$ cat src/hw/rtl/bbc_pkg.sv
// Shared types and constants of the bracket balance checker.
// Depends on nothing; every other file of the block imports it.
package bbc_pkg;

	localparam int STACK_DEPTH = 1024;
	localparam int LINE_BITS   = 16;
	localparam int CHAR_W      = 8;
	localparam int STATUS_W    = 3;
	localparam int KIND_W      = 2;
	localparam int DEPTH_W     = $clog2(STACK_DEPTH + 1);
	localparam int ADDR_W      = $clog2(STACK_DEPTH);
	localparam int QUEUE_DEPTH = 2;
	localparam int QPTR_W      = $clog2(QUEUE_DEPTH);
	localparam int QCNT_W      = $clog2(QUEUE_DEPTH + 1);

	typedef logic [KIND_W-1:0]    kind_t;
	typedef logic [CHAR_W-1:0]    char_t;
	typedef logic [LINE_BITS-1:0] line_t;
	typedef logic [DEPTH_W-1:0]   depth_t;

	localparam kind_t KIND_PAREN  = 2'd0;
	localparam kind_t KIND_SQUARE = 2'd1;
	localparam kind_t KIND_BRACE  = 2'd2;
	localparam kind_t KIND_NONE   = 2'd3;

	localparam line_t LINE_MAX = {LINE_BITS{1'b1}};
	localparam line_t LINE_ONE = line_t'(1);

	typedef enum logic [STATUS_W-1:0] {
		ST_OK          = 3'd0,
		ST_MISMATCH    = 3'd1,
		ST_EMPTY_CLOSE = 3'd2,
		ST_OVERFLOW    = 3'd3,
		ST_HALTED      = 3'd4
	} status_t;

	typedef enum logic [1:0] {
		TOK_NONE  = 2'd0,
		TOK_OPEN  = 2'd1,
		TOK_CLOSE = 2'd2
	} tok_op_t;

	// Classified character handed from the lexer to the stack unit
	typedef struct packed {
		tok_op_t op;
		kind_t   kind;
		logic    newline;
	} token_t;

	localparam char_t CH_NL     = 8'h0A;
	localparam char_t CH_DQUOTE = 8'h22;
	localparam char_t CH_SQUOTE = 8'h27;
	localparam char_t CH_LPAREN = 8'h28;
	localparam char_t CH_RPAREN = 8'h29;
	localparam char_t CH_STAR   = 8'h2A;
	localparam char_t CH_SLASH  = 8'h2F;
	localparam char_t CH_LSQ    = 8'h5B;
	localparam char_t CH_BSLASH = 8'h5C;
	localparam char_t CH_RSQ    = 8'h5D;
	localparam char_t CH_LBRACE = 8'h7B;
	localparam char_t CH_RBRACE = 8'h7D;

endpackage

$ cat src/hw/rtl/bbc_if.sv


interface bbc_out_if;
	import bbc_pkg::*;

	logic                valid;
	logic                ready;
	logic [STATUS_W-1:0] status;
	line_t               line_number;
	kind_t               open_kind;
	kind_t               close_kind;
	depth_t              nesting_depth;

	modport source (output valid, output status, output line_number, output open_kind,
		output close_kind, output nesting_depth, input ready);
	modport sink (input valid, input status, input line_number, input open_kind,
		input close_kind, input nesting_depth, output ready);
endinterface

$ cat src/hw/rtl/bbc_stack_unit.sv
// Back part: bracket stack, line count, sticky error and the result register.
// The top two stack entries sit in registers; the rest live in a memory.
// Depends on bbc_pkg, bbc_if.
module bbc_stack_unit (
	input  logic            clk,
	input  logic            arst_n,
	input  logic            tok_valid,
	input  bbc_pkg::token_t tok,
	output logic            tok_ready,
	bbc_out_if.source       result_out
);
	import bbc_pkg::*;

	kind_t mem [STACK_DEPTH];

	logic    halted_q;
	depth_t  depth_q, depth_d;
	line_t   line_q, line_d;
	kind_t   top_q, top_d;
	kind_t   below_q, rd_q, below_cur;
	logic    below_mem_q;
	logic    push, pop, take;
	status_t status_d;
	kind_t   close_d, open_d;
	depth_t  rd_idx;

	logic                out_valid_q;
	logic [STATUS_W-1:0] status_q;
	line_t               line_out_q;
	kind_t               open_q, close_q;
	depth_t              depth_out_q;

	assign tok_ready = !out_valid_q || result_out.ready;
	assign take      = tok_valid && tok_ready;
	assign below_cur = below_mem_q ? rd_q : below_q;
	// entry that becomes second from top after a pop
	assign rd_idx    = depth_q - DEPTH_W'(3);

	always_comb begin
		status_d = ST_OK;
		close_d  = KIND_NONE;
		push     = 1'b0;
		pop      = 1'b0;
		line_d   = line_q;
		if (halted_q) begin
			status_d = ST_HALTED;
		end else begin
			if (tok.newline && line_q != LINE_MAX) line_d = line_q + LINE_ONE;
			unique case (tok.op)
				TOK_OPEN: begin
					if (depth_q >= DEPTH_W'(STACK_DEPTH)) begin
						status_d = ST_OVERFLOW;
					end else begin
						push = 1'b1;
					end
				end
				TOK_CLOSE: begin
					close_d = tok.kind;
					if (depth_q == '0) begin
						status_d = ST_EMPTY_CLOSE;
					end else if (top_q != tok.kind) begin
						status_d = ST_MISMATCH;
					end else begin
						pop = 1'b1;
					end
				end
				default: ;
			endcase
		end

		depth_d = depth_q;
		top_d   = top_q;
		if (push) begin
			depth_d = depth_q + DEPTH_W'(1);
			top_d   = tok.kind;
		end else if (pop) begin
			depth_d = depth_q - DEPTH_W'(1);
			top_d   = below_cur;
		end
		open_d = (depth_d == '0) ? KIND_NONE : top_d;
	end

	always_ff @(posedge clk) begin
		if (take && push) mem[depth_q[ADDR_W-1:0]] <= tok.kind;
		if (take && pop) rd_q <= mem[rd_idx[ADDR_W-1:0]];
	end

	always_ff @(posedge clk or negedge arst_n) begin
		if (!arst_n) begin
			halted_q    <= 1'b0;
			depth_q     <= '0;
			line_q      <= LINE_ONE;
			below_mem_q <= 1'b0;
			out_valid_q <= 1'b0;
		end else begin
			if (take) begin
				halted_q    <= halted_q || (status_d != ST_OK);
				depth_q     <= depth_d;
				line_q      <= line_d;
				out_valid_q <= 1'b1;
				if (push) below_mem_q <= 1'b0;
				else if (pop) below_mem_q <= 1'b1;
			end else if (result_out.ready) begin
				out_valid_q <= 1'b0;
			end
		end
	end

	// payload registers: no reset needed
	always_ff @(posedge clk) begin
		if (take) begin
			top_q       <= top_d;
			if (push) below_q <= top_q;
			status_q    <= status_d;
			line_out_q  <= line_d;
			open_q      <= open_d;
			close_q     <= close_d;
			depth_out_q <= depth_d;
		end
	end

	assign result_out.valid         = out_valid_q;
	assign result_out.status        = status_q;
	assign result_out.line_number   = line_out_q;
	assign result_out.open_kind     = open_q;
	assign result_out.close_kind    = close_q;
	assign result_out.nesting_depth = depth_out_q;

endmodule

$ cat src/flat_wrapper.sv
// flat-port wrapper written by rule: the top's interface ports become plain ports
module bbc_stack_unit_flat import bbc_pkg::*;
  (clk, arst_n, tok_valid, tok, tok_ready, result_out_valid, result_out_status, result_out_line_number, result_out_open_kind, result_out_close_kind, result_out_nesting_depth, result_out_ready);
  bbc_out_if result_out_i ();
  input  logic clk;
  input  logic arst_n;
  input  logic tok_valid;
  input  bbc_pkg::token_t tok;
  output logic tok_ready;
  output wire logic [$bits(result_out_i.valid)-1:0] result_out_valid;
  output wire logic [$bits(result_out_i.status)-1:0] result_out_status;
  output wire logic [$bits(result_out_i.line_number)-1:0] result_out_line_number;
  output wire logic [$bits(result_out_i.open_kind)-1:0] result_out_open_kind;
  output wire logic [$bits(result_out_i.close_kind)-1:0] result_out_close_kind;
  output wire logic [$bits(result_out_i.nesting_depth)-1:0] result_out_nesting_depth;
  input wire logic [$bits(result_out_i.ready)-1:0] result_out_ready;
  assign result_out_valid = result_out_i.valid;
  assign result_out_status = result_out_i.status;
  assign result_out_line_number = result_out_i.line_number;
  assign result_out_open_kind = result_out_i.open_kind;
  assign result_out_close_kind = result_out_i.close_kind;
  assign result_out_nesting_depth = result_out_i.nesting_depth;
  assign result_out_i.ready = result_out_ready;
  bbc_stack_unit u_core (.clk(clk), .arst_n(arst_n), .tok_valid(tok_valid), .tok(tok), .tok_ready(tok_ready), .result_out(result_out_i));
endmodule
$ cat config.mk
export PLATFORM = sky130hd
export DESIGN_NAME = bbc_stack_unit_flat
export DESIGN_NICKNAME = d
export VERILOG_FILES = /design/src/hw/rtl/bbc_pkg.sv /design/src/hw/rtl/bbc_if.sv /design/src/hw/rtl/bbc_stack_unit.sv /design/src/flat_wrapper.sv
export SDC_FILE = /design/constraint.sdc
export NUM_CORES = 2
export LEC_CHECK = 0
export BUFFER_PORTS_ARGS = -buffer_cell sky130_fd_sc_hd__buf_4
export CORE_ASPECT_RATIO = 0.8
export CORE_MARGIN = 5
export CORE_UTILIZATION = 60
export DETAILED_ROUTE_END_ITERATION = 6
export HOLD_SLACK_MARGIN = 0.06
export PLACE_DENSITY_LB_ADDON = 0.05
export SKIP_LAST_GASP = 1
export SLEW_MARGIN = 10
export SYNTH_ARGS = -nofsm -noshare
export SYNTH_HDL_FRONTEND = slang
export SYNTH_SLANG_ARGS = --single-unit
export TNS_END_PERCENT = 20
$ cat constraint.sdc
create_clock -name clk -period 7 [get_ports clk]
set_input_delay 0.35 -clock clk [delete_from_list [all_inputs] [get_ports clk]]
set_output_delay 0.35 -clock clk [all_outputs]
set_load 0.1 [all_outputs]
Yosys cells after proc, flatten, opt, wreduce, memory -nomap -nowiden --
Memories as Yosys holds them, arrays and structs flattened. A register that Yosys moved wholly into a read port is not among the register bits. Cells that the tools add are included. W data, S select, Z words.
Word-level totals: bits in registers 68, bits in writable memories 2048, input bits 9, output and inout bits 36, logic and storage cells 63, memories 1
Operators by class: add/sub/neg operators 4, $lt $le $gt $ge 1, equality and inequality tests 4, muxes and demuxes 25, bitwise gates (word level) 1, reductions and logical operators 15
Memories:
- u_core.mem | words 1024, bits a word 2, rd ports 1, clocked after memory_dff 1, wr ports 1, line bbc_stack_unit.sv:14 | kind_t mem [STACK_DEPTH];
Operators with widths (number):
- $mux W16 | 2
- $logic_not A11 Y1 | 2
- $mux W11 | 2
- $add A16 B1 Y16 const B | 1
- $ne A16 B16 Y1 const B | 1
- $mux W1 | 14
- $add A11 B1 Y11 const B | 1
- $ge A11 B11 Y1 const B | 1
- $sub A11 B1 Y11 const B | 1
- $sub A10 B2 Y10 const B | 1
- $mux W2 | 4
- $mux W3 | 2
- $pmux W3 S2 | 1
- $logic_and A1 B1 Y1 | 4
- $reduce_and A2 Y1 | 2
- $reduce_bool A2 Y1 | 2
- $reduce_bool A3 Y1 | 1
- $eq A2 B1 Y1 const B | 1
- $eq A2 B2 Y1 const B | 1
- $logic_or A1 B1 Y1 | 2
- $ne A2 B2 Y1 | 1
- $reduce_or A2 Y1 | 1
- $logic_not A1 Y1 | 1
- $not A1 Y1 | 1

Logic depth before layout (Yosys ltp) --
word-level depth 8, gate-level depth with buffers 22, depth with buffers taken out 10

Worst setup path after synthesis --
Ideal clock, no wire load.
kind flip-flop to flip-flop, start register u_core.depth_q[0], end register u_core.rd_q[1], read port of u_core.mem (data pin), library setup time 272 ps, arrival 4586 ps, data required time 6728 ps, setup slack 2142 ps, cell stages (with the launch flop) 20, path buffers 10, clock period less this slack 4858 ps, cells stage by stage dfrtp_1 > buf_4 > buf_6 > buf_6 > buf_6 > inv_2 > buf_1 > clkbuf_1 > ha_1 > buf_4 > buf_4 > clkbuf_1 > clkbuf_1 > mux4_2 > nand2_1 > nand3_1 > a31oi_1 > a21oi_1 > o311a_1 > or4_1
On the way: cells in the longest elaborated chain, start to end 5, elaborated cells between the ends (all ways) 6, those cells by class 1 x add/sub; 3 x mux; 2 x reduce/logical
Ends and longest elaborated chain:
- start, declared | line bbc_stack_unit.sv:17 | depth_t depth_q, depth_d;
- start signal, assigned | line bbc_stack_unit.sv:98 | depth_q <= depth_d;
- parallel branches: the longest is 5 deep, another holds $sub A10 B2 Y10
- end, declared | line bbc_stack_unit.sv:20 | kind_t below_q, rd_q, below_cur;
Several ways; the timed one is not identified. A chain may end at the register's enable or synchronous reset.

Worst setup path in the final report --
start register u_core.depth_q[0], end register u_core.rd_q[0], read port of u_core.mem (data pin)
The elaborated chain is that of the path after synthesis.

==> impl_metrics.py <==
metrics = {
    "run_status": {
        "run_status": "completed",
    },
    "route": {
        "drt-initial-drc-count": 7281,
        "ant_nets": 0,
        "vias": 49047,
        "routedWlPerCell_um": 33.2,
        "drt-vias-per-instance": 6.79,
        "wirelength_um": 240000,
        "drc": 0,
        "first_pass_iters": 5,
    },
    "placed_design": {
        "hpwl_um": 132000,
        "finalWeightedCongestion": 0.875,
        "io_buffers": 44,
    },
    "timing": {
        "tns_ns": 0,
        "setup_viol_count_final": 0,
        "skew_ns": 0.0286,
        "rsz0062_at_grt": "false",
        "slew_violations": 0,
        "max_freq_mhz": 179,
        "slew_headroom_pct": 13.7,
        "tightest_slew_ns": 1.29,
        "hold_viol": 0,
        "hold_ws_ns": 0.130,
        "min_period_over_period_pct": 79.9,
        "min_period_ns": 5.59,
    },
    "critical_path": {
        "worstSetupStartpointType": "flop",
        "worstReg2RegStart": "u_core.depth_q[0]",
        "rrSetupSlack_ns": 1.41,
        "worstPathCellList": "ha_1, xor2_4, buf_12, buf_4, nand2_1, and3_1, a2111oi_0, a31oi_1, nor4b_1, a41o_1, o311ai_1",
        "arrival_ns": 6.25,
        "critPathSlowestCell": "a2111oi_0",
        "required_ns": 7.65,
        "startpoint": "u_core.depth_q[0]",
        "worstSetupPathType": "reg -> reg",
        "endpoint_kind": "flop",
        "critical-path-max-stage-delay_ns": 0.90,
        "path_delay_family": "compound AO/OA/AOI/OAI gates",
        "path_buf_inv": 2,
        "cp_max_fo": 46,
    },
    "pwr": {
        "clock_power_share_pct": 25.1,
        "switching_share_pct": 36.3,
        "ir_drop_mv": 0.528,
        "switchingPower_uw": 14800,
        "p_int_uw": 25900,
        "seqPwrFrac_pct": 34.9,
        "power_density_nw_per_um2": 424,
        "p_leak_uw": 0.0299,
        "power.share.combinational_pct": 40.1,
    },
    "synthesis": {
        "syn_area_um2": 87400,
        "synthFlopType": "edfxtp_1",
        "synth_edf_count": 2088,
        "ys_seq_area_share_pct": 72.6,
        "synth-async-reset-ratio_pct": 1.42,
        "ys_ff_latch": 2118,
        "yosysWarnings": 0,
        "synthesis.nets": 5217,
        "yosys.cell_types.count": 76,
        "synth_area_per_cell_um2": 16.8,
        "synthCells": 5200,
    },
    "clock_network": {
        "clockBufferDepth": 3,
        "cts.repair.resized": 0,
        "cts_tree": "done",
        "clk_pin_slew_worst_paths_ns": 0.07,
        "clock_sinks": 2118,
        "htreeDepth": 4,
        "cts_root_buf": "clkbuf_16",
        "clock_latency_ns": 0.84,
        "postCtsSetupBuffers": 0,
        "cts_made_buffers": 196,
        "hold_buffers": 9,
    },
    "hold_path": {
        "worstHoldStart": "tok[0]",
        "hold_path_class": "in -> reg",
    },
    "layout": {
        "syn_to_final_growth_pct": 9.66,
        "nNetsFinal": 5188,
        "drive_gt1_share_pct": 19.0,
    },
    "global_route": {
        "grt_pass1_vias": 48032,
        "grt_pass1_wl_um": 344000,
        "grtUsageTotal_pct": 31.5,
        "antenna_found_initial": 15,
        "grt_max_degree": 235,
        "overflow": 0,
    },
    "floorplanning": {
        "die_y_um": 351,
        "boundaryPins": 45,
        "fp.dieW_um": 437,
        "rows": 125,
        "initial_utilization_pct": 60.3,
        "core-area_um2": 145000,
        "fp.dieArea_um2": 153000,
    },
    "flow_run": {
        "drv_cap": 0,
    },
}
-- cells in the mapped netlist, types with 6 or more instances --
cell / number / area, um^2
a211oi_1: 9 / 67.6
a21oi_1: 28 / 140
a221oi_1: 21 / 184
a22oi_1: 12 / 90.1
a311oi_1: 21 / 184
a31oi_1: 24 / 150
a32oi_1: 8 / 70.1
and3_1: 38 / 238
buf_1: 29 / 109
buf_2: 82 / 410
buf_4: 56 / 420
buf_6: 21 / 236
clkbuf_1: 238 / 893
dfrtp_1: 29 / 726
edfxtp_1: 2088 / 62700
ha_1: 8 / 100
inv_1: 7 / 26.3
mux2_2: 10 / 113
mux2i_1: 113 / 1130
mux4_2: 501 / 11300
nand2_1: 384 / 1440
nand2b_1: 13 / 81.3
nand3_1: 112 / 561
nand4_1: 17 / 106
nor2_1: 1081 / 4060
nor2b_1: 11 / 68.8
nor3_1: 27 / 135
nor4_1: 14 / 87.6
o21ai_0: 30 / 150
o22ai_1: 14 / 87.6
o311ai_0: 6 / 52.6
xnor2_1: 30 / 263
xor2_1: 28 / 245
-- flip-flops by register name, indices dropped and copies added (netlist names) --
register / cells
u_core.below_mem_q: 1
u_core.below_q: 2
u_core.depth_q: 11
u_core.halted_q: 1
u_core.line_q: 16
u_core.mem: 2048
u_core.rd_q: 2
u_core.result_out.close_kind: 2
u_core.result_out.line_number: 16
u_core.result_out.nesting_depth: 11
u_core.result_out.open_kind: 2
u_core.result_out.status: 3
u_core.result_out.valid: 1
u_core.top_q: 2
-- metal layers --
| layer | vias up | global-route usage [%] | wire length, um |
|---|---|---|---|
| met2 | 3003 | 46.8 | 108000 |
| met5 | - | 0 | 71 |
| li1 | 20017 | - | - |
| met1 | 25555 | 46.8 | 95200 |
| met3 | 462 | 8.43 | 28700 |
| met4 | 10 | 9.42 | 7840 |
-- final cells by class --
type	instances	area (um^2)
inverter	8	30.0
timing repair buffer	199	1830
multi-input combinational	2648	22200
tap	1905	2380
clock buffer	248	5200
sequential	2118	63500
antenna	1	2.50
fill	9957	49100
clock inverter	100	759
-- kinds of logic (layout without fill, tap and decap cells) --
family	after synthesis	in the layout	synth area share [%]
mux	624	624	14.3
simple gates	1736	1736	8.09
other cells	0	1	0
fa+ha+maj	8	8	0.115
buf+inv	434	555	2.40
xor+xnor	59	59	0.600
flops	2118	2118	72.6
compound gates	221	221	1.85
-- tightest hold or removal path, stage by stage --
cell,delay (ns)
buf_4,0.11
nor2b_1,0.12
o21ai_0,0.10
nor4_1,0.10
nand2_1,0.08
xnor2_1,0.06
-- cell usage in the layout, fill, tap and decap left out, types with 6 or more instances in the layout --
cell type      instances
mux2i_1              113
a31oi_1               24
and3_1                38
o22ai_1               14
buf_12                24
nand2_1              351
nand2b_1              13
mux2_2                10
a221oi_1              21
nand2_2               15
clkbuf_1              46
a32oi_1                8
nand2_4               19
dlygate4sd3_1          8
mux4_2               501
o21ai_0               30
ha_1                   7
nand3_1              108
a21oi_1               28
buf_4                165
clkinv_2              24
xor2_1                26
inv_1                  6
dfrtp_1               28
edfxtp_1            2088
a211oi_1               9
clkbuf_16            200
nor3_1                26
xnor2_1               27
nor2_1              1079
nand4_1               17
bufinv_16             12
a311oi_1              21
a22oi_1               12
nor4_1                14
clkinv_1              57
o311ai_0               6
nor2b_1                8
-- path summary, 6_finish.rpt --
| path | end | cells after the start |
|---|---|---|
| max in group asynchronous | u_core.depth_q[0] | 4 |
| min | u_core.line_q[7] | 6 |
| max | u_core.rd_q[0] | 11 |
| min in group asynchronous | u_core.line_q[0] | 3 |
| max reg2reg | u_core.rd_q[0] | 11 |
| min reg2reg | u_core.line_q[15] | 1 |
-- stage by stage --
| step | cell area [um^2] | setup WS (ns) | util, % | std cells | total power [uW] |
|---|---|---|---|---|---|
| 3_5_place_dp | 89800 | 1.47 | 61.9 | 6869 | 30500 |
| 2_1_floorplan | 87400 | 2.14 | - | 5200 | 24900 |
| 5_1_grt | 95800 | 1.17 | 66.1 | 7226 | 42000 |
| 6_report | 95800 | 1.41 | 66.1 | 7227 | 40700 |
| 3_3_place_gp | 89800 | 1.31 | 61.9 | 6869 | 30500 |
| 4_1_cts | 95800 | 1.46 | 66.1 | 7226 | 40600 |
-- power groups by stage --
stage               logic (uW)  clock network [uW]  registers [uW]
floorplan                10300                   0           14600
global placement         16000                   0           14400
detailed placement       16000                   0           14500
CTS                      16100               10300           14200
global route             17000               10800           14200
finish                   16300               10200           14200
Power figures use the tool's default switching activity.
